<file path="src/hdl/assert_macros.svh">
// assertion helpers used by the rtl
`ifndef ASSERT_MACROS_SVH
`define ASSERT_MACROS_SVH

// same-cycle implication
`define TPF_ASSERT_NOW(label, clk, rst, ante, cons, msg) \
   label: assert property (@(posedge clk) disable iff (rst) (ante) |-> (cons)) else $error(msg);

// next-cycle implication
`define TPF_ASSERT_NEXT(label, clk, rst, ante, cons, msg) \
   label: assert property (@(posedge clk) disable iff (rst) (ante) |=> (cons)) else $error(msg);

`endif

</file>
<file path="src/hdl/tpf_delay.sv">
module tpf_delay #(
   parameter int WIDTH = 8,
   parameter int DEPTH = 1
) (
   input  logic             clock,
   input  logic             reset,
   input  logic [WIDTH-1:0] din,
   output logic [WIDTH-1:0] dout
);

   logic [WIDTH-1:0] line_ff [DEPTH];
   logic [WIDTH-1:0] line_in [DEPTH];

   always_comb begin
      for (int i = 0; i < DEPTH; i++) begin
         line_in[i] = (i == 0) ? din : line_ff[(i == 0) ? 0 : i - 1];
      end
   end

   always_ff @(posedge clock) begin
      if (reset) begin
         for (int i = 0; i < DEPTH; i++) begin
            line_ff[i] <= '0;
         end
      end else begin
         line_ff <= line_in;
      end
   end

   assign dout = line_ff[DEPTH-1];

endmodule

</file>
<file path="config.mk">
export PLATFORM = sky130hd
export DESIGN_NAME = tpf_delay
export DESIGN_NICKNAME = d
export VERILOG_FILES = /design/src/hdl/assert_macros.svh /design/src/hdl/tpf_delay.sv
export SDC_FILE = /design/constraint.sdc
export NUM_CORES = 1
export LEC_CHECK = 0
export BUFFER_PORTS_ARGS = -buffer_cell sky130_fd_sc_hd__buf_2
export CAP_MARGIN = 20
export CORE_AREA = 2 2 39 41
export CTS_BUF_LIST = sky130_fd_sc_hd__clkbuf_8
export DETAILED_ROUTE_END_ITERATION = 12
export DIE_AREA = 0 0 41 43
export GPL_TIMING_DRIVEN = 1
export PLACE_DENSITY = 0.48
export SLEW_MARGIN = 30
export SYNTH_ARGS = -nofsm -noshare
export SYNTH_HDL_FRONTEND = slang
export SYNTH_SLANG_ARGS = --single-unit
</file>
<file path="constraint.sdc">
create_clock -name clock -period 0.8 [get_ports clock]
set_input_delay 0.12 -clock clock [delete_from_list [all_inputs] [get_ports clock]]
set_output_delay 0.12 -clock clock [all_outputs]
set_load 0.01 [all_outputs]
</file>
* Yosys cells after proc, flatten, opt, wreduce, memory -nomap -nowiden
Cells that the tools add are included.
** Storage, ports and cells
- Bits in registers :: 8
- Input bits :: 10

* Depth between registers and ports, before layout
Gate-level depths: netlist of run 1.
- Depth in word-level cells :: 0
- Mapped depth :: 1
- Gate-level depth less buffers :: 1

* Least setup slack after synthesis of run 1
Ideal clock, no wire load.
- Path kind :: reg-to-output
- Start point :: register line_ff, in the netlist dout[0]
- End point :: output dout[0]
- Arrival :: 0.331 ns
- Required time :: 0.680 ns
- Setup slack :: 0.349 ns
- Cell stages (with the launch flop) :: 1
- Cell sequence :: dfxtp_1
** RTL lines
- start, declared :: line tpf_delay.sv:11 : logic [WIDTH-1:0] line_ff [DEPTH];
- start signal, assigned :: line tpf_delay.sv:26 : line_ff <= line_in;
- end, declared :: line tpf_delay.sv:8 : output logic [WIDTH-1:0] dout
No word-level cell between the ends.

* Worst setup path after layout of run 1
- Start point :: register line_ff, in the netlist dout[0]
- End point :: output dout[0]
No word-level cell between the ends.

==> flow_summary_export.csv, run 1 <==
group,metric,value,unit
outcome,outcome,"finished clean",
sta,setup_tns,0,ns
clocking,cts_setup_buffers,0,
power_and_ir_drop,power.density,2630,mW/mm²
yosys,avgSynthCellArea,13.1,µm²
yosys,yosys_warnings,0,
power_and_ir_drop,leakage,0.183,nW
yosys,yosysUniqueCellTypes,2,
critical_path,endpoint_kind,"primary output",
grt,grt_max_degree,9,
yosys,yosysTopAreaCell,"dfxtp_1",
drt,drc,0,
drt,vias,182,
grt,grt_pass1_vias,188,
yosys,synth-edff-count,0,
critical_path,critPathMaxFanout,1,
clocking,tritoncts,"yes",
critical_path,worstSetupPathType,"flip-flop to primary output",
drt,drt-wirelength-per-cell,8.94,µm
sta,setup_ws,0.0288,ns
power_and_ir_drop,p_total,0.982,mW
sta,finalSetupViolations,0,
drt,ant_nets,0,
sta,finalCriticalPeriod,0.771,ns
worst_hold_path,worstHoldStart,"din[4]",
cells_and_area,drive_gt1_share,63.9,%
grt,antenna_found_initial,0,
grt,grt_usage,7.16,%
placed_design,gp_congestion,0.615,
placed_design,dp_slack,0.270,ns
clocking,hold_buffers,0,
drt,viasPerCell,3.50,
clocking,cts_root_buffer,"clkbuf_8",
cells_and_area,largest_reg_flops,8,
cells_and_area,design_area,373,µm²
critical_path,cpMaxStageDelayCell,"dfxtp_2",
critical_path,critPathArrivalTime,0.65,ns
cells_and_area,area_growth,77.4,%
yosys,syn_nets,26,
grt,overflow,0,
yosys,netlist_area,210,µm²
placed_design,port_buffers,17,
critical_path,critPathBufInv,1,
floorplanning,core.rowCount,14,
worst_hold_path,holdCritPathClass,"input port to flip-flop",
sta,worst_pin_slew,0.146,ns
worst_hold_path,min_to,"dout[4]$_SDFF_PP0_",
yosys,synth.yosys.seq_area_share,76.2,%
yosys,synth_commonest_cells,"8 x dfxtp_1, 8 x nor2b_1",
cells_and_area,multi_input_area,50.0,µm²
floorplanning,ioPinCount,18,
power_and_ir_drop,vdd_drop_max,0.000730,V
floorplanning,dieArea,0.00176,mm²
clocking,clkSinkCount,8,
cells_and_area,fill_cells,156,
yosys,ys_seq_elements,8,
critical_path,path_delay_family,"flip-flops",
drt,routed_wl,465,µm
worst_hold_path,min_path_cells,2,
clocking,cts.clk_slew.worst_paths,0.04,ns
sta,period_share,96.4,%
yosys,synth-main-ff-cell,"dfxtp_1",
yosys,synthArstFlopShare,0,%
critical_path,cp_cell_sequence,"buf_2",
critical_path,crit_required,0.68,ns
critical_path,crit_path_start_kind,"flip-flop",
sta,fmax,1300,MHz
grt,grt_pass1_wl,703,µm
sta,relSlewSlack,90.3,%
floorplanning,die_y,43,µm
floorplanning,die_x,41,µm
cells_and_area,num_antenna_cells,0,
cells_and_area,nNetsFinal,48,
cells_and_area,ff_latch_area,164,µm²
sta,report.final.slew_viol_count,0,
placed_design,placed_area,315,µm²
clocking,clk_path_buf_depth,2,
floorplanning,core-area,0.00138,mm²
yosys,syn_inst,16,
clocking,cts_buffers,3,
sta,hold_viol_final,0,
critical_path,max_stage_delay,0.30,ns
yosys,synth_top_area_share,76.2,%
yosys,yosys-top-cells-area,"dfxtp_1 76%, nor2b_1 24%",
clocking,cts_resized,0,
drt,drt_iter0_markers,1,
sta,holdWs,0.103,ns
clocking,htree_levels,1,
sta,grt_setup_unrepaired,"yes",
drt,drt_first_pass_iters,2,
flow_run,drv_cap,0,
floorplanning,initial_utilization,15.2,%
## worst max path at each step
stage | startpoint | to | cells past startpoint
final | dout[0]$_SDFF_PP0_ | dout[0] | 1
after global routing | dout[7]$_SDFF_PP0_ | dout[7] | 1
after CTS | dout[6]$_SDFF_PP0_ | dout[6] | 1
after detailed placement | dout[6]$_SDFF_PP0_ | dout[6] | 1
after global placement | dout[4]$_SDFF_PP0_ | dout[4] | 1
after floorplan | dout[0]$_SDFF_PP0_ | dout[0] | 0
## power breakdown
part	switching (mW)	internal, mW	leakage, nW	total (mW)
combinational	0.0313	0.0449	0.0937	0.0762
sequential	0.00529	0.424	0.0675	0.429
clock	0.152	0.325	0.0216	0.477
total	0.188	0.794	0.183	0.982
## logic make-up (layout without fill, tap and decap cells)
family | after synthesis | after routing | share of synthesized area, %
buf+inv | 0 | 20 | 0
simple gates | 8 | 8 | 23.8
flops | 8 | 8 | 76.2
## per-layer routing
metal	GRT usage, %	vias to the layer above	wire length [µm]
met5	0	-	0
met4	6.00	0	10
met3	8.38	2	110
met2	7.81	20	160
met1	6.86	72	183
li1	-	88	-
## layout by cell type (no fill, tap or decap)
| master | count |
|---|---|
| nor2b_1 | 8 |
| buf_6 | 2 |
| dfxtp_1 | 5 |
| clkbuf_8 | 3 |
| buf_2 | 15 |
| dfxtp_2 | 3 |
## layout make-up
cell class              count  share of cell area (%)
repair buffers             17                    26.2
well taps                  16                    5.37
clock buffers               3                    11.1
multi-input cells           8                    13.4
flip-flops and latches      8                    44.0
## stage by stage
step	util, %	cells
after global placement	22.8	49
after CTS	25.8	52
final	26.9	52
after detailed placement	22.8	49
after floorplan	-	16
after global routing	26.9	52
No activity file was read; power rests on OpenSTA's default activity.
==> run 2: changes to the inputs <==
GPL_TIMING_DRIVEN = 0   (was 1)
==> flow_summary_export.csv, run 2 (synthesis gave the netlist of run 1 again) <==
group,metric,value,unit
outcome,outcome,"finished clean",
clocking,tritoncts,"yes",
placed_design,dp_slack,0.267,ns
grt,grt-busiest-layer,"met4",
critical_path,path_delay_family,"flip-flops",
cells_and_area,nNetsFinal,48,
drt,viasPerCell,3.40,
floorplanning,initial_utilization,15.2,%
cells_and_area,layout_common_cells,"16 x buf_2, 8 x nor2b_1, 7 x dfxtp_1",
cells_and_area,largest_reg_flops,8,
floorplanning,die_y,43,µm
sta,report.final.slew_viol_count,0,
power_and_ir_drop,power.density,2670,mW/mm²
sta,setup_tns,0,ns
floorplanning,dieArea,0.00176,mm²
critical_path,worstSetupPathType,"flip-flop to primary output",
power_and_ir_drop,vdd_drop_max,0.00113,V
clocking,cts_root_buffer,"clkbuf_8",
floorplanning,core.rowCount,14,
clocking,cts_buffers,3,
critical_path,cp_cell_sequence,"buf_2",
floorplanning,die_x,41,µm
sta,period_share,95.7,%
power_and_ir_drop,leakage,0.181,nW
placed_design,placed_area,315,µm²
critical_path,crit_required,0.68,ns
critical_path,crit_path_start_kind,"flip-flop",
power_and_ir_drop,switching_share,18.7,%
drt,drt_first_pass_iters,2,
cells_and_area,num_antenna_cells,0,
grt,met2_usage,5.63,%
cells_and_area,area_growth,73.2,%
grt,grt_max_degree,9,
sta,hold_viol_final,0,
power_and_ir_drop,power_frac_clock,48.3,%
cells_and_area,final_cells,52,
cells_and_area,drive_gt1_share,58.3,%
power_and_ir_drop,p_switching,0.182,mW
sta,finalCriticalPeriod,0.765,ns
critical_path,max_stage_delay,0.30,ns
drt,vias,177,
clocking,htree_levels,1,
clocking,clk_path_buf_depth,2,
sta,setup_ws,0.0346,ns
worst_hold_path,min_path_cells,2,
worst_hold_path,holdCritPathClass,"input port to flip-flop",
grt,antenna_found_initial,0,
clocking,hold_buffers,0,
critical_path,endpoint_kind,"primary output",
critical_path,critPathBufInv,1,
grt,overflow,0,
flow_run,drv_cap,0,
placed_design,gp_congestion,0.625,
drt,routed_wl,449,µm
sta,grt_setup_unrepaired,"yes",
floorplanning,ioPinCount,18,
grt,grt.met1_usage,7.12,%
critical_path,worstSetupPathDepth,1,
grt,grt_pass1_vias,145,
sta,holdWs,0.106,ns
power_and_ir_drop,internal_power,0.789,mW
critical_path,cpMaxStageDelayCell,"dfxtp_1",
sta,worst_pin_slew,0.145,ns
sta,relSlewSlack,90.3,%
power_and_ir_drop,power_frac_seq,44.0,%
power_and_ir_drop,p_total,0.971,mW
cells_and_area,utilization,26.3,%
critical_path,critPathMaxFanout,1,
sta,fmax,1310,MHz
grt,grt_pass1_wl,641,µm
clocking,cts.clk_slew.worst_paths,0.04,ns
critical_path,critPathArrivalTime,0.65,ns
drt,drc,0,
cells_and_area,layout_commonest_cell,"buf_2",
placed_design,place_inst,49,
grt,grt_usage,6.44,%
power_and_ir_drop,pwr-share-comb,7.6,%
placed_design,port_buffers,17,
sta,finalSetupViolations,0,
clocking,clkSinkCount,8,
floorplanning,core-area,0.00138,mm²
drt,drt-wirelength-per-cell,8.63,µm
cells_and_area,design_area,364,µm²
grt,use_met3,6.28,%
drt,ant_nets,0,
drt,drt_iter0_markers,2,
## run 2: cell types whose count changed in the layout (fill, tap and decap cells not counted)
cell     previous run  this run
buf_2              15        16
buf_6               2         1
dfxtp_1             5         7
dfxtp_2             3         1
## run 2: layout make-up
| class | instances | area, µm² |
|---|---|---|
| fill | 147 | 1020 |
| sequential | 8 | 161 |
| timing repair buffer | 17 | 91.3 |
| multi-input combinational | 8 | 50.0 |
| clock buffer | 3 | 41.3 |
| tap | 16 | 20.0 |
## run 2: path summary, 6_finish.rpt
check / start / to / slack, ns
max: dout[4]$_SDFF_PP0_ / dout[4] / 0.03
min: din[0] / dout[0]$_SDFF_PP0_ / 0.11
## run 2: timing repair
item / 4_1_cts / 5_1_grt
buffers inserted: 0 / 0
setup endpoints to repair: 0 / 2
gates resized for setup: 0 / 2
## run 2: routing by layer
layer | part of all wire [%] | wire length (µm) | vias up
met5 | 0 | 0 | -
met1 | 49 | 218 | 72
met2 | 34 | 152 | 17
met4 | 0 | 0 | 0
met3 | 18 | 79 | 0
li1 | - | - | 88
## run 2: power by group through the flow
stage	clock, mW	sequential (mW)	combinational, mW
2_1_floorplan	0	0.446	0.0132
3_3_place_gp	0	0.433	0.0713
3_5_place_dp	0	0.433	0.0721
4_1_cts	0.498	0.426	0.0723
5_1_grt	0.522	0.428	0.0820
6_report	0.470	0.428	0.0740
